[src/hdl/llt_pkg.sv]
// ============================================================================
// Line lexer token classifier - shared types and constants
// Record kinds, token categories, error codes and the reserved word table.
// ============================================================================
package llt_pkg;

    localparam int NWORDS = 9;

    typedef enum logic [1:0] {
        PEND_NONE = 2'd0,
        PEND_WORD = 2'd1,
        PEND_NUM  = 2'd2,
        PEND_OP   = 2'd3
    } pend_t;

    localparam logic [1:0] KIND_TOKEN = 2'd0;
    localparam logic [1:0] KIND_LINE  = 2'd1;
    localparam logic [1:0] KIND_ERROR = 2'd2;

    localparam logic [3:0] CAT_KEYWORD = 4'd0;
    localparam logic [3:0] CAT_IDENT   = 4'd1;
    localparam logic [3:0] CAT_STRING  = 4'd2;
    localparam logic [3:0] CAT_NUMBER  = 4'd3;
    localparam logic [3:0] CAT_ASSIGN  = 4'd4;
    localparam logic [3:0] CAT_ARITH   = 4'd5;
    localparam logic [3:0] CAT_LOGICAL = 4'd6;
    localparam logic [3:0] CAT_REL     = 4'd7;
    localparam logic [3:0] CAT_LPAREN  = 4'd8;
    localparam logic [3:0] CAT_RPAREN  = 4'd9;
    localparam logic [3:0] CAT_COLON   = 4'd10;
    localparam logic [3:0] CAT_COMMA   = 4'd11;
    localparam logic [3:0] CAT_COMMENT = 4'd12;
    localparam logic [3:0] CAT_INDENT  = 4'd13;
    localparam logic [3:0] CAT_UNKNOWN = 4'd14;

    localparam logic [2:0] ERR_NONE    = 3'd0;
    localparam logic [2:0] ERR_PAREN   = 3'd1;
    localparam logic [2:0] ERR_QUOTE   = 3'd2;
    localparam logic [2:0] ERR_UNTERM  = 3'd3;
    localparam logic [2:0] ERR_TOOLONG = 3'd4;

    localparam logic [1:0] QUOTE_NONE   = 2'd0;
    localparam logic [1:0] QUOTE_DOUBLE = 2'd1;
    localparam logic [1:0] QUOTE_SINGLE = 2'd2;

    localparam logic [8:0] MASK_ALL = 9'h1FF;

    typedef struct packed {
        logic [1:0] record_kind;
        logic [3:0] category;
        logic [3:0] word_index;
        logic [7:0] first_char;
        logic [7:0] start_column;
        logic [8:0] token_length;
        logic [15:0] line_number;
        logic [2:0] error_code;
    } rec_t;

    typedef struct packed {
        logic [1:0] count;
        rec_t       r0;
        rec_t       r1;
        rec_t       r2;
    } recset_t;

    // Reserved word lengths
    function automatic logic [2:0] word_len(input int k);
        logic [2:0] l;
        case (k)
            0: l = 3'd5;
            1: l = 3'd2;
            2: l = 3'd4;
            3: l = 3'd4;
            4: l = 3'd3;
            5: l = 3'd5;
            6: l = 3'd3;
            7: l = 3'd2;
            default: l = 3'd3;
        endcase
        return l;
    endfunction

    // Reserved word character k at position p (zero past end)
    function automatic logic [7:0] word_char(input int k, input logic [2:0] p);
        logic [39:0] s;
        case (k)
            0: s = "tnirp";
            1: s = {24'd0, "fi"};
            2: s = {8'd0, "file"};
            3: s = {8'd0, "esle"};
            4: s = {16'd0, "rof"};
            5: s = "elihw";
            6: s = {16'd0, "dna"};
            7: s = {24'd0, "ro"};
            default: s = {16'd0, "ton"};
        endcase
        return (p < 3'd5) ? s[{p, 3'b000} +: 8] : 8'd0;
    endfunction

endpackage

[src/hdl/llt_core.sv]
// ============================================================================
// Line lexer core
// Holds lexer state and classifies one accepted item into up to three records.
// ============================================================================
module llt_core #(
    parameter int MAX_LINE = 256,
    parameter int CW = $clog2(MAX_LINE + 1)
) (
    input  logic            aclk,
    input  logic            aresetn,
    input  logic            step,
    input  logic [7:0]      char_code,
    input  logic            line_end,
    output llt_pkg::recset_t recs
);
    import llt_pkg::*;

    pend_t       pend_reg, pend_next;
    logic [7:0]  pstart_reg, pstart_next;
    logic [8:0]  plen_reg, plen_next;
    logic [7:0]  pfirst_reg, pfirst_next;
    logic [8:0]  mask_reg, mask_next;
    logic [1:0]  quote_reg, quote_next;
    logic        comment_reg, comment_next;
    logic [CW-1:0] col_reg, col_next;
    logic [15:0] line_reg, line_next;
    logic        oseen_reg, oseen_next;
    logic        ounc_reg, ounc_next;
    logic        halt_reg, halt_next;

    logic [1:0]  n;
    rec_t        r [3];
    rec_t        tmp;
    logic [7:0]  c;
    logic [7:0]  col8;
    logic [8:0]  colw;
    logic        is_alpha, is_digit, is_space;
    logic [8:0]  m;
    logic [3:0]  wcat, widx;
    logic        wfound;
    logic [7:0]  mine, other;

    // Update state registers
    always_ff @(posedge aclk) begin
        if (!aresetn) begin
            pend_reg <= PEND_NONE; pstart_reg <= '0; plen_reg <= '0;
            pfirst_reg <= '0; mask_reg <= MASK_ALL; quote_reg <= QUOTE_NONE;
            comment_reg <= 1'b0; col_reg <= '0; line_reg <= '0;
            oseen_reg <= 1'b0; ounc_reg <= 1'b0; halt_reg <= 1'b0;
        end else if (step) begin
            pend_reg <= pend_next; pstart_reg <= pstart_next; plen_reg <= plen_next;
            pfirst_reg <= pfirst_next; mask_reg <= mask_next; quote_reg <= quote_next;
            comment_reg <= comment_next; col_reg <= col_next; line_reg <= line_next;
            oseen_reg <= oseen_next; ounc_reg <= ounc_next; halt_reg <= halt_next;
        end
    end

    // Classify the item and compute next state
    always_comb begin
        pend_next = pend_reg; pstart_next = pstart_reg; plen_next = plen_reg;
        pfirst_next = pfirst_reg; mask_next = mask_reg; quote_next = quote_reg;
        comment_next = comment_reg; col_next = col_reg; line_next = line_reg;
        oseen_next = oseen_reg; ounc_next = ounc_reg; halt_next = halt_reg;
        n = 2'd0;
        tmp = '0;
        tmp.line_number = line_reg;
        r[0] = tmp; r[1] = tmp; r[2] = tmp;
        c = char_code;
        colw = 9'(col_reg);
        col8 = colw[7:0];
        is_alpha = (c >= "a" && c <= "z") || (c >= "A" && c <= "Z");
        is_digit = (c >= "0" && c <= "9");
        is_space = (c == " ") || (c >= 8'd9 && c <= 8'd13);
        m = '0; wcat = CAT_IDENT; widx = '0; wfound = 1'b0;
        mine = (quote_reg == QUOTE_DOUBLE) ? "\"" : "'";
        other = (quote_reg == QUOTE_DOUBLE) ? "'" : "\"";

        // Word lookup over the pending mask
        for (int k = NWORDS - 1; k >= 0; k--) begin
            if (mask_reg[k] && plen_reg == 9'(word_len(k))) begin
                wfound = 1'b1;
                widx = 4'(k);
                wcat = (k < 6) ? CAT_KEYWORD : CAT_LOGICAL;
            end
        end
        // Mask for extending the pending word with c
        for (int k = 0; k < NWORDS; k++) begin
            m[k] = mask_reg[k] && (plen_reg < 9'(word_len(k))) &&
                   (word_char(k, plen_reg[2:0]) == c);
        end

        if (!halt_reg) begin
            if (line_end) begin
                if (quote_reg != QUOTE_NONE || ounc_reg) begin
                    r[0].record_kind = KIND_ERROR;
                    r[0].start_column = col8;
                    r[0].error_code = (quote_reg != QUOTE_NONE) ? ERR_UNTERM : ERR_PAREN;
                    n = 2'd1; halt_next = 1'b1;
                end else begin
                    // Close the pending token
                    if (pend_reg != PEND_NONE) begin
                        r[n].first_char = pfirst_reg;
                        r[n].start_column = pstart_reg;
                        r[n].token_length = plen_reg;
                        case (pend_reg)
                            PEND_WORD: begin
                                r[n].category = wfound ? wcat : CAT_IDENT;
                                r[n].word_index = widx;
                            end
                            PEND_NUM: r[n].category = CAT_NUMBER;
                            default: begin
                                r[n].category = (pfirst_reg == "=") ? CAT_ASSIGN :
                                    (pfirst_reg == "!") ? CAT_UNKNOWN : CAT_REL;
                                r[n].token_length = 9'd1;
                            end
                        endcase
                        n = n + 2'd1;
                    end
                    if (comment_reg) begin
                        r[n].category = CAT_COMMENT;
                        r[n].first_char = "#";
                        r[n].token_length = colw;
                        n = n + 2'd1;
                    end
                    r[n].record_kind = KIND_LINE;
                    r[n].token_length = colw;
                    n = n + 2'd1;
                    line_next = line_reg + 16'd1;
                    col_next = '0; comment_next = 1'b0; oseen_next = 1'b0;
                    ounc_next = 1'b0; pstart_next = '0; mask_next = MASK_ALL;
                    pend_next = PEND_NONE; plen_next = '0;
                end
            end else if (32'(col_reg) >= MAX_LINE) begin
                r[0].record_kind = KIND_ERROR;
                r[0].start_column = col8;
                r[0].error_code = ERR_TOOLONG;
                n = 2'd1; halt_next = 1'b1;
            end else begin
                col_next = col_reg + CW'(1);
                if (c == ")") ounc_next = 1'b0;
                if (comment_reg) begin
                    if (c == "(") oseen_next = 1'b1;
                end else if (quote_reg != QUOTE_NONE) begin
                    if (c == "(") oseen_next = 1'b1;
                    plen_next = plen_reg + 9'd1;
                    if (c == mine) begin
                        r[0].category = CAT_STRING;
                        r[0].first_char = pfirst_reg;
                        r[0].start_column = pstart_reg;
                        r[0].token_length = plen_reg + 9'd1;
                        n = 2'd1;
                        quote_next = QUOTE_NONE; plen_next = '0;
                    end else if (c == other) begin
                        r[0].record_kind = KIND_ERROR;
                        r[0].start_column = col8;
                        r[0].error_code = ERR_QUOTE;
                        n = 2'd1; halt_next = 1'b1;
                    end
                end else if (pend_reg == PEND_WORD && is_alpha) begin
                    mask_next = m;
                    plen_next = plen_reg + 9'd1;
                end else if (pend_reg == PEND_NUM && (is_digit || c == ".")) begin
                    plen_next = plen_reg + 9'd1;
                end else if (pend_reg == PEND_OP && c == "=") begin
                    r[0].category = CAT_REL;
                    r[0].first_char = pfirst_reg;
                    r[0].start_column = pstart_reg;
                    r[0].token_length = 9'd2;
                    n = 2'd1;
                    pend_next = PEND_NONE; plen_next = '0;
                end else begin
                    // Close pending token, then start fresh
                    if (pend_reg != PEND_NONE) begin
                        r[0].first_char = pfirst_reg;
                        r[0].start_column = pstart_reg;
                        r[0].token_length = plen_reg;
                        case (pend_reg)
                            PEND_WORD: begin
                                r[0].category = wfound ? wcat : CAT_IDENT;
                                r[0].word_index = widx;
                            end
                            PEND_NUM: r[0].category = CAT_NUMBER;
                            default: begin
                                r[0].category = (pfirst_reg == "=") ? CAT_ASSIGN :
                                    (pfirst_reg == "!") ? CAT_UNKNOWN : CAT_REL;
                                r[0].token_length = 9'd1;
                            end
                        endcase
                        n = 2'd1;
                    end
                    pend_next = PEND_NONE; plen_next = '0;
                    r[n].first_char = c;
                    r[n].start_column = col8;
                    r[n].token_length = 9'd1;
                    if (col_reg == '0 && is_space) begin
                        r[n].category = CAT_INDENT;
                        n = n + 2'd1;
                    end else if (is_digit || is_alpha) begin
                        pend_next = is_digit ? PEND_NUM : PEND_WORD;
                        pfirst_next = c; pstart_next = col8; plen_next = 9'd1;
                        mask_next = is_digit ? MASK_ALL : MASK_ALL & {
                            word_char(8, 3'd0) == c, word_char(7, 3'd0) == c,
                            word_char(6, 3'd0) == c, word_char(5, 3'd0) == c,
                            word_char(4, 3'd0) == c, word_char(3, 3'd0) == c,
                            word_char(2, 3'd0) == c, word_char(1, 3'd0) == c,
                            word_char(0, 3'd0) == c};
                    end else if (c == "(") begin
                        r[n].category = CAT_LPAREN;
                        n = n + 2'd1;
                        ounc_next = 1'b1;
                        oseen_next = 1'b1;
                    end else if (c == ")") begin
                        if (!oseen_reg) begin
                            r[n] = tmp;
                            r[n].record_kind = KIND_ERROR;
                            r[n].start_column = col8;
                            r[n].error_code = ERR_PAREN;
                            halt_next = 1'b1;
                        end else begin
                            r[n].category = CAT_RPAREN;
                        end
                        n = n + 2'd1;
                    end else if (c == "\"" || c == "'") begin
                        quote_next = (c == "\"") ? QUOTE_DOUBLE : QUOTE_SINGLE;
                        pfirst_next = c; pstart_next = col8; plen_next = 9'd1;
                    end else if (c == "#") begin
                        comment_next = 1'b1;
                    end else if (c == "<" || c == ">" || c == "=" || c == "!") begin
                        pend_next = PEND_OP;
                        pfirst_next = c; pstart_next = col8; plen_next = 9'd1;
                        mask_next = MASK_ALL;
                    end else if (c == "+" || c == "-" || c == "*" || c == "/" ||
                                 c == "%") begin
                        r[n].category = CAT_ARITH;
                        n = n + 2'd1;
                    end else if (c == ":") begin
                        r[n].category = CAT_COLON;
                        n = n + 2'd1;
                    end else if (c == ",") begin
                        r[n].category = CAT_COMMA;
                        n = n + 2'd1;
                    end else if (!is_space) begin
                        r[n].category = CAT_UNKNOWN;
                        n = n + 2'd1;
                    end
                end
            end
        end
        recs.count = n;
        recs.r0 = r[0];
        recs.r1 = r[1];
        recs.r2 = r[2];
    end

`ifndef SYNTHESIS
    // Once halted, the block stays halted until reset
    a_halt_sticky: assert property (@(posedge aclk) disable iff (!aresetn)
        halt_reg |=> halt_reg) else $error("halt cleared");
    // Halted block produces no records
    a_halt_quiet: assert property (@(posedge aclk) disable iff (!aresetn)
        halt_reg |-> recs.count == 2'd0) else $error("records while halted");
    // Column never exceeds the line limit
    a_col_bound: assert property (@(posedge aclk) disable iff (!aresetn)
        32'(col_reg) <= MAX_LINE) else $error("column overflow");
`endif

endmodule

[src/hdl/llt_outq.sv]
// ============================================================================
// Line lexer output serializer
// Holds up to three records of one item and sends them one per cycle while m_tready is high.
// ============================================================================
module llt_outq (
    input  logic             aclk,
    input  logic             aresetn,
    input  llt_pkg::recset_t in_recs,
    input  logic             in_load,
    output logic             can_load,
    output logic             m_tvalid,
    input  logic             m_tready,
    output llt_pkg::rec_t    m_rec,
    output logic             m_last
);
    import llt_pkg::*;

    rec_t       buf_reg [3];
    logic [1:0] cnt_reg, idx_reg;
    logic       fire;

    assign fire = m_tvalid && m_tready;
    assign m_tvalid = cnt_reg != 2'd0;
    assign m_rec = buf_reg[idx_reg];
    assign m_last = (idx_reg + 2'd1) == cnt_reg;
    // Accept when empty or the final record leaves this cycle
    assign can_load = !m_tvalid || (fire && m_last);

    // Control: record count and read index
    always_ff @(posedge aclk) begin
        if (!aresetn) begin
            cnt_reg <= '0;
            idx_reg <= '0;
        end else if (in_load) begin
            cnt_reg <= in_recs.count;
            idx_reg <= '0;
        end else if (fire) begin
            if (m_last) begin
                cnt_reg <= '0;
                idx_reg <= '0;
            end else begin
                idx_reg <= idx_reg + 2'd1;
            end
        end
    end

    // Payload capture
    always_ff @(posedge aclk) begin
        if (in_load) begin
            buf_reg[0] <= in_recs.r0;
            buf_reg[1] <= in_recs.r1;
            buf_reg[2] <= in_recs.r2;
        end
    end

`ifndef SYNTHESIS
    a_idx_bound: assert property (@(posedge aclk) disable iff (!aresetn)
        m_tvalid |-> idx_reg < cnt_reg) else $error("index past count");
    a_no_overwrite: assert property (@(posedge aclk) disable iff (!aresetn)
        in_load |-> can_load) else $error("load while busy");
    a_count_max: assert property (@(posedge aclk) disable iff (!aresetn)
        cnt_reg != 2'd3 || idx_reg <= 2'd2) else $error("bad count");
`endif

endmodule

[src/hdl/line_lexer_token_classifier_top.sv]
// Latency: results of an item appear the cycle after it is accepted.
// Throughput: one item per cycle while m_tready is high and each item gives at most
// one result; an item giving more results holds input until they drain.
// Reset (aresetn low, synchronous) clears the lexer state, line and column
// counters and the halt flag, and empties the output stage.
// ============================================================================
// Line lexer token classifier - top level
// Streams characters in and classified token, line and error records out.
// ============================================================================
module line_lexer_token_classifier_top #(
    parameter int MAX_LINE = 256
) (
    input  logic        aclk,
    input  logic        aresetn,
    input  logic        s_tvalid,
    output logic        s_tready,
    input  logic [7:0]  s_tdata,   // [7:0] char_code
    input  logic        s_tuser,   // [0] line_end
    output logic        m_tvalid,
    input  logic        m_tready,
    output logic [55:0] m_tdata,   // category, word_index, first_char, start_column,
                                   // token_length, line_number, error_code
                                   // (low to high), zero pad
    output logic [1:0]  m_tuser,   // [1:0] record_kind
    output logic        m_tlast
);
    import llt_pkg::*;

    recset_t recs;
    rec_t    orec;
    logic    step;
    logic    can_load;

    assign s_tready = can_load;
    assign step = s_tvalid && s_tready;

    llt_core #(.MAX_LINE(MAX_LINE)) u_core (
        .aclk(aclk), .aresetn(aresetn), .step(step),
        .char_code(s_tdata), .line_end(s_tuser), .recs(recs)
    );

    llt_outq u_outq (
        .aclk(aclk), .aresetn(aresetn), .in_recs(recs),
        .in_load(step && recs.count != 2'd0), .can_load(can_load),
        .m_tvalid(m_tvalid), .m_tready(m_tready), .m_rec(orec), .m_last(m_tlast)
    );

    // Pack the record fields, first field lowest
    assign m_tdata = {4'd0, orec.error_code, orec.line_number, orec.token_length,
                      orec.start_column, orec.first_char, orec.word_index,
                      orec.category};
    assign m_tuser = orec.record_kind;

endmodule

[config.mk]
export PLATFORM = sky130hd
export DESIGN_NAME = line_lexer_token_classifier_top
export DESIGN_NICKNAME = d
export VERILOG_FILES = /design/src/hdl/llt_pkg.sv /design/src/hdl/llt_core.sv /design/src/hdl/llt_outq.sv /design/src/hdl/line_lexer_token_classifier_top.sv
export SDC_FILE = /design/constraint.sdc
export NUM_CORES = 1
export LEC_CHECK = 0
export BUFFER_PORTS_ARGS = -buffer_cell sky130_fd_sc_hd__buf_2
export CAP_MARGIN = 25
export CELL_PAD_IN_SITES_DETAIL_PLACEMENT = 0
export CELL_PAD_IN_SITES_GLOBAL_PLACEMENT = 1
export CORE_MARGIN = 5
export CORE_UTILIZATION = 51
export CTS_CLUSTER_DIAMETER = 150
export DETAILED_ROUTE_END_ITERATION = 10
export PLACE_DENSITY_LB_ADDON = 0.1
export SLEW_MARGIN = 20
export SYNTH_ARGS = -nofsm -noshare
export SYNTH_HDL_FRONTEND = slang
export SYNTH_SLANG_ARGS = --single-unit
[constraint.sdc]
create_clock -name aclk -period 18.2 [get_ports aclk]
set_input_delay 1.82 -clock aclk [delete_from_list [all_inputs] [get_ports aclk]]
set_output_delay 1.82 -clock aclk [all_outputs]
set_load 0.02 [all_outputs]
Word-level counts from Yosys, hierarchy flattened

Memories as Yosys holds them, arrays and structs flattened. A register that Yosys moved wholly into a read port is not among the register bits.
Index checks and enable logic that the tools add are counted.

RAM bits: 162
ROM bits: 0
Register bits: 71
Latch bits: 0
Memories kept: 1

Mux-type cells: 332
$mul: 0
Shift operators: 9
$add $sub $neg: 7
Reduce and logical (&&, ||, !) cells: 80
Equality and inequality tests: 82
Bitwise operators: 14
Magnitude comparators: 20
Divide/modulo/power cells: 0

Memory list:

| name           | words | width | rd ports | clocked after Yosys merged registers in | wr ports | RTL line       | text |
|---|---|---|---|---|---|---|---|
| u_outq.buf_reg | 3     | 54    | 1        | 1                                       | 3        | llt_outq.sv:18 | `rec_t buf_reg [3];` |

Operators with widths:

| cell                                                                         | number |
|---|---|
| 162-bit 2-to-1 mux                                                           | 21 |
| 162-bit bitwise mux                                                          | 19 |
| 54-bit demux with 2-bit select                                               | 12 |
| 33-bit 2-to-1 mux                                                            | 12 |
| 40-bit by 7-bit indexed part select with 8-bit output (first input constant) | 9 |
| 108-bit 2-to-1 mux                                                           | 3 |
| 9-bit 2-to-1 mux                                                             | 35 |
| 8-bit 2-to-1 mux                                                             | 35 |
| 54-bit 2-to-1 mux                                                            | 3 |
| 8-bit by 6-bit equality test with 1-bit output (second input constant)       | 20 |
| 2-bit 2-to-1 mux                                                             | 77 |
| 127-bit 2-to-1 mux                                                           | 1 |
| 52-bit 2-to-1 mux                                                            | 2 |
| 25-bit 2-to-1 mux                                                            | 4 |
| 8-bit equality test                                                          | 11 |
| 44-bit 2-to-1 mux                                                            | 2 |
| 28-bit 2-to-1 mux                                                            | 3 |
| 1-bit 2-to-1 mux                                                             | 65 |
| 7-bit by 8-bit equality test with 1-bit output (first input constant)        | 8 |
| 4-bit 2-to-1 mux                                                             | 15 |
| 14-bit AND reduction                                                         | 4 |
| 3-bit 2-to-1 mux                                                             | 17 |
| 16-bit 2-to-1 mux                                                            | 3 |
| 1-bit logical AND                                                            | 42 |
| 44 further kinds                                                             | 121 |

Longest topological paths before layout

Gate-level depths: netlist of the first run.

Word-level depth: 45
Depth in mapped cells: 12

Hierarchy

Synthesis of the first run repeated with hierarchy kept, for this count alone.

Cell total of the unflattened synthesis: 1,473
Area, all modules: 14,077.3 um^2

Modules (own cells, without submodules):

| module                          | cells each | area each (um^2) | instances |
|---|---|---|---|
| llt_core                        | 1,082      | 7,653.6          | 1 |
| llt_outq                        | 384        | 6,373.6          | 1 |
| line_lexer_token_classifier_top | 7          | 50.0             | 1 |

Worst setup path after synthesis of the first run

OpenSTA, ideal clock, no wires.

Kind: input to register
Start: input port s_tdata[6]
End: register with a tool-made name
Setup slack: 7.153 ns
Path buffers: 1
Arrival: 10.586 ns
Setup time: 0.461 ns
Cell stages on the path: 8
Cells stage by stage: buf_2 > or4b_1 > a2111oi_2 > nand2_1 > a21oi_1 > o211ai_1 > o31ai_1 > nor2_1

RTL lines:

| what               | RTL line                              | text |
|---|---|---|
| start: declaration | line_lexer_token_classifier_top.sv:17 | `input logic [7:0] s_tdata,` |

==> results of run 1 <==
-- cell families after synthesis --
group / count (synthesis) / synth area share
xor+xnor: 43 / 0.0368
fa+ha+maj: 20 / 0.0245
flops: 168 / 0.422
buf+inv: 124 / 0.0555
simple gates: 452 / 0.235
compound gates: 280 / 0.185
other cells: 1 / 0.000367
mux: 42 / 0.0415
-- where the power goes --
group	total (mW)	switching, mW	internal [mW]	leakage [nW]
sequential	0.434	0.00849	0.426	1.54
combinational	0.133	0.0933	0.0395	2.23
clock	0.362	0.179	0.183	0.272
total	0.929	0.281	0.648	4.04
-- final cells by class --
class	count	share of cell area
inverters	20	0.00676
well taps	265	0.0299
flip-flops and latches	168	0.389
clock inverters	15	0.0139
multi-input cells	841	0.484
repair buffers	80	0.0385
clock buffers	17	0.0383
-- worst max-delay path by stage --
| stage | start | endpoint | slack [ps] |
|---|---|---|---|
| finish | s_tuser | u_outq.buf_reg[0][45]$_SDFFCE_PP0P_ | 12740 |
| global route | s_tuser | u_outq.buf_reg[0][46]$_SDFFCE_PP0P_ | 12500 |
| CTS | s_tuser | u_outq.buf_reg[0][45]$_SDFFCE_PP0P_ | 12850 |
| detailed placement | s_tuser | u_outq.buf_reg[0][44]$_SDFFCE_PP0P_ | 12370 |
| global placement | s_tuser | u_outq.buf_reg[0][44]$_SDFFCE_PP0P_ | 12530 |
| floorplan | s_tdata[6] | flop | 7150 |
-- cells in the final DEF, fill, tap and decap left out, types with 20 or more instances in the layout --
master and instances:
nor3_1 27, a31oi_1 26, nor2_1 103, o21ai_0 73, a21oi_1 46, buf_2 69, and2_1 46, mux2i_1 39
xnor2_1 31, nand3_1 35, and3_1 32, nand2_1 86, edfxtp_1 95, ha_1 20, nor2b_1 27, dfxtp_1 72
-- metal layers --
metal / GRT usage / part of all wire
met1: 0.391 / 0.46
met2: 0.396 / 0.44
met4: 0.0966 / 0.028
met3: 0.0446 / 0.074
met5: 0 / 0
-- worst reg2reg max path: stages, from the launching register on --
cell     delay (ps)
dfxtp_1         390
or4b_1          860
nor2_1          810
nand3_1         460
o22ai_1         280
o31ai_1         170
o31ai_4         260
buf_4           690
-- stage by stage --
step | hold slack, ps | setup slack, ps
floorplan | 417 | 7150
global placement | 427 | 12530
detailed placement | 442 | 12370
CTS | 448 | 12850
global route | 471 | 12500
finish | 447 | 12740
==> summary.txt, run 1 <==
Outcome
  – Status: finished clean

Timing
  – Rel. slew slack: 0.295
  – Setup violators final: 0
  – Final hold vios: 0
  – Minimum clock period: 5460 ps
  – Fin crit share: 0.300
  – Max-slew violations: 0
  – Slew @ Worst Pin: 1050 ps
  – Worst Skew: 10.8 ps
  – Sum Neg Setup Slack: 0 ps
  – Fmax: 0.183 GHz
  – RSZ-0062 raised after global routing: false

Layout
  – Register area: 0.00432 sq mm
  – Layout cells sized above 1: 0.128
  – Final core utilization: 0.567
  – Largest register FFs: 95
  – Multi-input logic area: 0.00538 sq mm
  – # diodes: 0
  – P&R area growth vs syn: 8.60%
  – Final Cell Area: 0.0111 sq mm
  – Fill count: 1807
  – Final net count: 1161
  – Non-filler cells, final: 1406

Synthesis
  – Top cells by count, synth: nor2_1, edfxtp_1, nand2_1, dfxtp_1, o21ai_0
  – Synth top area share: 0.279
  – Post-synth EDFFs: 95
  – Synth Flop Type: edfxtp_1
  – Avg Cell Area, Syn: 9.05 sq um
  – Post-Syn Instances: 1130
  – Seq/Total Area, Yosys: 0.422
  – Area leader, netlist: edfxtp_1
  – FF+latch count, synth: 168
  – Dominant cells by area after synthesis: edfxtp_1, dfxtp_1, mux2i_1
  – Post-synthesis cell type count: 82
  – Asr flop ratio synth: 0
  – Syn Std Cell Area: 0.0102 sq mm
  – Warnings, synthesis: 0
  – Most common cell in the netlist: nor2_1

Critical path
  – Reg2Reg Depth: 7
  – Reg-to-Reg End: u_outq.buf_reg[0][45]$_SDFFCE_PP0P_
  – CP max FO: 59
  – Worst R2R Start: u_core.quote_reg[1]$_SDFFE_PN0P_
  – Critical Path Stages: 8
  – Critical path capture point type: flop
  – CP bufs+invs: 2
  – Slowest CP cell: or4b_1
  – Critical Path Start Type: input pin
  – Worst Path Arrival: 5540 ps
  – Setup CP Type: input pin to flop
  – CP max stage delay: 820 ps
  – R2R Setup Slk: 13870 ps
  – Largest delay share family, worst path: simple AND/OR/NAND/NOR gates
  – WP data required: 18280 ps
  – Crit path cell chain: buf_2 > or4b_1 > nor2_1 > nand3_1 > o22ai_1 > o31ai_1 > o31ai_4 > buf_4

Global routing
  – First-pass GRT wire length: 46700 um
  – Tot GR Track Use: 0.266
  – Vias in the first global route: 7941
  – Overflow after GRT: 0
  – Largest net degree at the start of global routing: 61
  – Initial antenna violation count: 0

Drt
  – Initial detailed-routing violation count: 879
  – # DRC: 0
  – Final ANT Viol Nets: 0
  – Vias post-DR: 8781
  – Post-DR vias/cell: 6.25
  – Post-DR wirelength/cell: 21.5 um
  – DRT Wirelength: 30200 um
  – First drt pass iteration count: 6

Power and ir drop
  – Max VDD drop: 73.8 uV
  – Total power: 0.929 mW
  – Pleak: 4.04 nW
  – Pwr/cell area: 83.7 mW/mm^2

Clock tree
  – Clk root buf: clkbuf_16
  – TritonCTS clock tree: yes
  – Htree depth: 4
  – Clock Tree Buf Depth: 2
  – Clk_lat worst skew: 450 ps
  – CTS Sinks: 168
  – Post-CTS resize count: 0
  – Num CTS Buffers: 17
  – CTS clock-pin slew for the worst setup and hold paths: 70 ps
  – Post CTS Setup Buffer Count: 0
  – Hold-fix buffers, CTS: 0

Floorplanning
  – Die ar.: 0.0230 sq mm
  – DIE HEIGHT: 152 um
  – Row cnt: 51
  – Die Wd: 152 um
  – Io pins: 74
  – Core Region: 0.0196 sq mm
  – Initial Util: 0.522

Place
  – Buffers on Ports: 69
  – Placed inst area: 0.0105 sq mm
  – GPL Wtd Cong: 0.973
  – Placed cell count: 1374
  – Dpl hpwl: 21200 um

Hold path
  – Hold path startpoint: u_core.line_reg[15]$_SDFFE_PN0P_
  – Worst Hold End: u_outq.buf_reg[1][18]$_DFFE_PP_
  – HP Class: flop to flop
  – Worst Hold Depth: 0

Run
  – Max cap viols: 0
Power figures use the tool's default switching activity.
==> run 2: changes to the inputs <==
--- a/config.mk
+++ b/config.mk
@@ -10,7 +10,7 @@
 export CELL_PAD_IN_SITES_DETAIL_PLACEMENT = 0
 export CELL_PAD_IN_SITES_GLOBAL_PLACEMENT = 1
 export CORE_MARGIN = 5
-export CORE_UTILIZATION = 51
+export CORE_UTILIZATION = 47
 export CTS_CLUSTER_DIAMETER = 150
 export DETAILED_ROUTE_END_ITERATION = 10
 export PLACE_DENSITY_LB_ADDON = 0.1
==> constraint.sdc (replaced) <==
create_clock -name aclk -period 5.2 [get_ports aclk]
set_input_delay 0.52 -clock aclk [delete_from_list [all_inputs] [get_ports aclk]]
set_output_delay 0.52 -clock aclk [all_outputs]
set_load 0.02 [all_outputs]
==> run 2 against run 1 <==
Net effect: sequential share of layout area fell by 0.21 points; clock skew grew 3.1 ps; combinational power grew to 3.5 times the previous value; critical path depth is the same; global-route usage is 1.7 points lower; cell area is 0.55% higher; final cell count grew 1.4%; hold slack improved by 24 ps; total power rose to 3.5 times the previous value; sequential cell count is the same; critical path type unchanged.
==> summary.txt, run 2 (synthesis results as in run 1) <==
Power and ir drop
  – Pleak: 4.07 nW
  – Max VDD drop: 229 uV
  – Pwr/cell area: 291 mW/mm^2

Floorplanning
  – Row cnt: 54
  – Initial Util: 0.473
  – DIE HEIGHT: 158 um
  – Die ar.: 0.0248 sq mm
  – Core Region: 0.0216 sq mm
  – Die Wd: 158 um
  – Io pins: 74

Hold path
  – Worst Hold Depth: 0
  – Hold path startpoint: u_core.line_reg[15]$_SDFFE_PN0P_
  – Worst Hold End: u_outq.buf_reg[1][18]$_DFFE_PP_
  – HP Class: flop to flop

Drt
  – Final ANT Viol Nets: 0
  – # DRC: 0
  – DRT Wirelength: 30700 um
  – Initial detailed-routing violation count: 891
  – Post-DR wirelength/cell: 21.5 um
  – Post-DR vias/cell: 6.00
  – First drt pass iteration count: 5
  – Vias post-DR: 8544

Critical path
  – Worst R2R Start: u_core.comment_reg$_SDFFE_PN0P_
  – WP data required: 5300 ps
  – Critical path capture point type: flop
  – Setup CP Type: input pin to flop
  – CP bufs+invs: 2
  – Reg-to-Reg End: u_outq.buf_reg[0][39]$_SDFFCE_PP0P_
  – Largest delay share family, worst path: simple AND/OR/NAND/NOR gates
  – Crit path launch: s_tdata[0]
  – Slowest CP cell: or4_4
  – R2R Setup Slk: 1750 ps
  – CP max FO: 70
  – Reg2Reg Depth: 7
  – Crit path cell chain: buf_2 > or4_4 > o221ai_1 > o311ai_1 > nor4b_1 > o31ai_1 > o31ai_4 > buf_12
  – Critical Path Start Type: input pin
  – Worst Path Arrival: 3600 ps
  – CP max stage delay: 650 ps

Place
  – Placed inst area: 0.0106 sq mm
  – Buffers on Ports: 69
  – Dpl hpwl: 22000 um
  – GPL Wtd Cong: 0.947
  – Placed cell count: 1393
  – Dpl ws: 1360 ps

Global routing
  – First-pass GRT wire length: 47600 um
  – Vias in the first global route: 8022
  – Tot GR Track Use: 0.249
  – Largest net degree at the start of global routing: 71
  – Initial antenna violation count: 0
  – Overflow after GRT: 0

Timing
  – Setup WS post-layout: 1690 ps
  – Slew @ Worst Pin: 1060 ps
  – Worst Skew: 13.8 ps
  – Setup violators final: 0
  – Fmax: 0.285 GHz
  – Sum Neg Setup Slack: 0 ps
  – Max-slew violations: 0
  – Fin crit share: 0.674
  – Rel. slew slack: 0.292
  – Minimum clock period: 3510 ps
  – RSZ-0062 raised after global routing: false
  – Final hold vios: 0

Layout
  – Final net count: 1165
  – Final core utilization: 0.516
  – Most common cell after layout, fill and taps aside: nor2_1
  – Fill count: 2094
  – Final Cell Area: 0.0112 sq mm
  – Highest-count cells in the layout ignoring fill and taps: nor2_1, edfxtp_1, nand2_1
  – Largest register FFs: 95
  – P&R area growth vs syn: 9.20%
  – # diodes: 0
  – Layout cells sized above 1: 0.131
  – Non-filler cells, final: 1425

Clock tree
  – Post-CTS resize count: 0
  – Clock Tree Buf Depth: 2
  – Clk_lat worst skew: 440 ps
  – TritonCTS clock tree: yes
  – Post CTS Setup Buffer Count: 0
  – CTS Sinks: 168
  – Clk root buf: clkbuf_16
  – Hold-fix buffers, CTS: 0
  – Num CTS Buffers: 17
  – Htree depth: 4
  – CTS clock-pin slew for the worst setup and hold paths: 70 ps

Run
  – Max cap viols: 0

Outcome
  – Status: finished clean
-- run 2: cell count changes in the layout (fill, tap and decap cells not counted), sizes merged --
cell	previous run	this run
clkinv	4	7
inv	27	26
clkinvlp	4	2
buf	80	84
-- run 2: area by class of cell --
cell class	count	area, sq um	share of cell area
timing repair buffer	84	470	0.0421
sequential	168	4320	0.386
inverter	20	75.1	0.00672
clock inverter	15	154	0.0138
tap	280	350	0.0314
multi-input combinational	841	5380	0.481
clock buffer	17	425	0.0381
-- run 2: how the worst max path moves through the flow --
stage / endpoint / slack (ps) / cells past startpoint
floorplan: u_outq.buf_reg[0][0]$_SDFFCE_PP0P_ / 270 / 7
global placement: u_outq.buf_reg[2][9]$_DFFE_PP_ / 1350 / 8
detailed placement: u_outq.buf_reg[2][9]$_DFFE_PP_ / 1360 / 8
CTS: u_outq.buf_reg[0][2]$_SDFFCE_PP0P_ / 1820 / 8
global route: flop / 1550 / 9
finish: u_outq.buf_reg[0][39]$_SDFFCE_PP0P_ / 1690 / 8
-- run 2: report_power, final --
part	internal, mW	switching [mW]
sequential	1.49	0.0366
combinational	0.143	0.322
clock	0.640	0.613
total	2.27	0.972
-- run 2: metrics by stage --
stage                     hold WS [ps]  power, mW
after floorplan                    417       1.88
after global placement             438       2.02
after detailed placement           456       2.02
after CTS                          472       3.27
after global routing               488       3.36
final                              471       3.24
-- run 2: worst reg2reg max path, cell delays in order (launching register included) --
cell	delay, ps
dfxtp_1	470
or3_1	530
nor2_1	420
o2111ai_1	630
o22ai_1	330
o31ai_1	190
o31ai_4	130
buf_12	330
-- run 2: per-layer routing --
layer / up-vias / track usage / part of all wire
met3: 51 / 0.0407 / 0.069
met5: - / 0 / 0
met1: 4026 / 0.372 / 0.47
met4: 0 / 0.0746 / 0.021
met2: 340 / 0.371 / 0.44
li1: 4127 / - / -
==> run 3: changes to the inputs <==
--- a/config.mk
+++ b/config.mk
@@ -5,12 +5,13 @@
 export SDC_FILE = /design/constraint.sdc
 export NUM_CORES = 1
 export LEC_CHECK = 0
+export ABC_AREA = 1
 export BUFFER_PORTS_ARGS = -buffer_cell sky130_fd_sc_hd__buf_2
 export CAP_MARGIN = 25
 export CELL_PAD_IN_SITES_DETAIL_PLACEMENT = 0
 export CELL_PAD_IN_SITES_GLOBAL_PLACEMENT = 1
 export CORE_MARGIN = 5
-export CORE_UTILIZATION = 47
+export CORE_UTILIZATION = 41
 export CTS_CLUSTER_DIAMETER = 150
 export DETAILED_ROUTE_END_ITERATION = 10
 export PLACE_DENSITY_LB_ADDON = 0.1
==> constraint.sdc (replaced) <==
create_clock -name aclk -period 3.1 [get_ports aclk]
set_input_delay 0.31 -clock aclk [delete_from_list [all_inputs] [get_ports aclk]]
set_output_delay 0.31 -clock aclk [all_outputs]
set_load 0.02 [all_outputs]
==> run 3 against run 2 <==
Net effect: sequential power rose by 74%; non-clock buffer count rose by 46; synthesized cell count rose by 22%; die area rose by 16%; combinational power rose by 140%; clock-buffer cell count rose by 2; first-iteration DRC count fell by 18%; clock skew rose by 2.8 ps; hold slack got worse by 200 ps; final cell count rose by 26%; critical path type is now flop to flop; critical endpoint is now u_outq.buf_reg[1][50]$_SDFFCE_PP0P_; largest power group unchanged; highest routed layer unchanged.
==> summary.txt, run 3 <==
Outcome
  – Status: finished clean

Clock tree
  – Clk root buf: clkbuf_16
  – CTS clock-pin slew for the worst setup and hold paths: 80 ps
  – Num CTS Buffers: 17
  – Clock Tree Buf Depth: 2
  – TritonCTS clock tree: yes
  – Clk_lat worst skew: 430 ps
  – Htree depth: 4
  – Hold-fix buffers, CTS: 0
  – CTS Sinks: 168

Floorplanning
  – Io pins: 74
  – Row cnt: 58
  – Die Wd: 170 um
  – Die ar.: 0.0288 sq mm
  – DIE HEIGHT: 170 um
  – Core Region: 0.0251 sq mm
  – Initial Util: 0.416

Synthesis
  – Top cells by count, synth: nand2_1, inv_1, nor2_1, edfxtp_1, a21oi_1
  – Largest family of logic cells by synthesized area: simple AND/OR/NAND/NOR gates
  – FF+latch count, synth: 168
  – Adder-cell share of the synthesized area: 0.0240
  – XOR/XNOR share of the synthesized area: 0.0277
  – Post-Syn Instances: 1373
  – Warnings, synthesis: 0
  – Post-synthesis cell type count: 62
  – Mux contribution to synthesized area: 0
  – Dominant cells by area after synthesis: edfxtp_1, dfxtp_1, nand2_1
  – Area leader, netlist: edfxtp_1
  – Asr flop ratio synth: 0
  – Most common cell in the netlist: nand2_1
  – Seq/Total Area, Yosys: 0.413
  – Synth Flop Type: edfxtp_1
  – Post-Synth Simple-Gate Area: 0.252
  – Compound-Gate Fraction of Synth Area: 0.176
  – Post-synth EDFFs: 95
  – Syn Std Cell Area: 0.0104 sq mm
  – Synth top area share: 0.273
  – Avg Cell Area, Syn: 7.60 sq um

Critical path
  – CP max FO: 48
  – Reg-to-Reg End: u_outq.buf_reg[1][50]$_SDFFCE_PP0P_
  – Critical path capture point type: flop
  – Worst R2R Start: u_core.col_reg[1]$_SDFFE_PN0P_
  – Crit path launch: u_core.col_reg[1]$_SDFFE_PN0P_
  – Critical Path Start Type: flop
  – WP data required: 3210 ps
  – Worst Path Arrival: 2960 ps
  – Reg2Reg Depth: 15
  – Setup CP Type: flop to flop
  – Crit path to: u_outq.buf_reg[1][50]$_SDFFCE_PP0P_
  – R2R Setup Slk: 250 ps

Place
  – GPL Wtd Cong: 0.965
  – Placed cell count: 1763
  – Dpl hpwl: 26200 um
  – Buffers on Ports: 69
  – Placed inst area: 0.0113 sq mm

Global routing
  – Tot GR Track Use: 0.241
  – Overflow after GRT: 0
  – First-pass GRT wire length: 54200 um
  – Initial antenna violation count: 0
  – Largest net degree at the start of global routing: 49
  – Vias in the first global route: 9361

Drt
  – Post-DR vias/cell: 5.40
  – # DRC: 0
  – DRT Wirelength: 34800 um
  – Vias post-DR: 9697
  – Initial detailed-routing violation count: 732
  – Post-DR wirelength/cell: 19.4 um
  – Final ANT Viol Nets: 0
  – First drt pass iteration count: 7

Hold path
  – HP Class: input pin to flop

Timing
  – Final hold vios: 0
  – Minimum clock period: 2850 ps
  – Fmax: 0.351 GHz
  – Sum Neg Setup Slack: 0 ps
  – Setup violators final: 0
  – Worst Skew: 16.6 ps
  – Slew @ Worst Pin: 832 ps
  – RSZ-0062 raised after global routing: false
  – Max-slew violations: 0
  – Fin crit share: 0.920
  – Worst hold slack: 268 ps
  – Rel. slew slack: 0.446

Power and ir drop
  – Pwr/cell area: 501 mW/mm^2
  – P_sw: 1.94 mW
  – Sw frac: 0.324
  – P_int: 4.05 mW
  – Total power: 5.98 mW
  – Pleak: 4.82 nW
  – Gate power share: 0.189
  – Max VDD drop: 275 uV
  – Clk pwr share: 0.366
  – Sequential Power Share: 0.445

Layout
  – P&R area growth vs syn: 14.4%
  – Largest register FFs: 95
  – Final Cell Area: 0.0119 sq mm
  – Highest-count cells in the layout ignoring fill and taps: nand2_1, inv_1, nor2_1
  – Non-filler cells, final: 1795
  – # diodes: 0
  – Layout cells sized above 1: 0.167
  – Most common cell after layout, fill and taps aside: nand2_1
  – Final net count: 1485

Run
  – Max cap viols: 0
run 3: changes by cell type in the layout (fill, tap and decap cells not counted), moves of 21 or more:
cell	before	now
nand2_1	86	248
mux2i_1	39	0
a31oi_1	26	5
a21oi_1	46	93
nand3_1	35	82
buf_4	14	59
nor2b_1	27	0
inv_2	0	24
and3_1	32	0
xnor2_1	31	2
and2_1	46	2
inv_1	19	153
nor3_1	27	50
run 3: worst min path at each step:
stage / from / to / slack, ps / cells after the start
2_1_floorplan: u_core.line_reg[15]$_SDFFE_PN0P_ / u_outq.buf_reg[1][18]$_DFFE_PP_ / 410 / 0
3_3_place_gp: u_core.line_reg[15]$_SDFFE_PN0P_ / u_outq.buf_reg[1][18]$_DFFE_PP_ / 410 / 0
3_5_place_dp: u_core.line_reg[15]$_SDFFE_PN0P_ / u_outq.buf_reg[1][18]$_DFFE_PP_ / 440 / 0
4_1_cts: aresetn / u_core.line_reg[9]$_SDFFE_PN0P_ / 250 / 3
5_1_grt: aresetn / u_core.line_reg[9]$_SDFFE_PN0P_ / 270 / 3
6_report: aresetn / u_outq.cnt_reg[0]$_SDFFE_PN0P_ / 270 / 3
run 3: final cells by class:
class,count,area (sq um)
clock inverter,13,149
tap,330,413
inverter,190,727
timing repair buffer,130,828
sequential,168,4320
clock buffer,19,454
fill,2626,13200
multi-input combinational,945,5050
run 3: metrics by stage:
| step | setup WS (ps) | util |
|---|---|---|
| 2_1_floorplan | -654 | - |
| 3_3_place_gp | 58.2 | 0.451 |
| 3_5_place_dp | 87.1 | 0.451 |
| 4_1_cts | 94.4 | 0.475 |
| 5_1_grt | 157 | 0.476 |
| 6_report | 249 | 0.476 |
run 3: power by group through the flow:
stage,Clock (mW),Combinational (mW),Sequential [mW]
detailed placement,0,1.13,2.71
CTS,2.24,1.13,2.66
global placement,0,1.13,2.71
global route,2.34,1.23,2.68
finish,2.19,1.13,2.66
floorplan,0,0.778,2.69
run 3: kinds of logic after synthesis:
kind of cell | Yosys count
compound gates | 307
xor+xnor | 33
fa+ha+maj | 20
buf+inv | 263
flops | 168
other cells | 1
simple gates | 581
run 3: worst max-delay path: stages (launching register included):
cell and delay [ps]:
dfxtp_1 350, clkinv_1 70, ha_1 150, nand3_1 110
nor3_2 320, nand2_1 220, inv_2 170, nand2_1 130
nand2_1 150, nor2_1 60, nand2_1 70, nand2_1 50
nand2_1 130, a21oi_2 110, clkinvlp_4 150, buf_12 250
run 3: repair_timing:
action                                  in CTS  in global routing
buffers inserted                             0                  0
endpoints found under the setup margin       0                 15
resized for setup                            0                  1
run 3: per-layer routing:
metal	share of wire	vias up	global-route usage	routed length (um)
li1	-	4796	-	-
met1	0.47	4523	0.341	16200
met2	0.45	325	0.384	15700
met3	0.057	53	0.0387	1970
met4	0.025	0	0.0697	880
met5	0	-	0	0
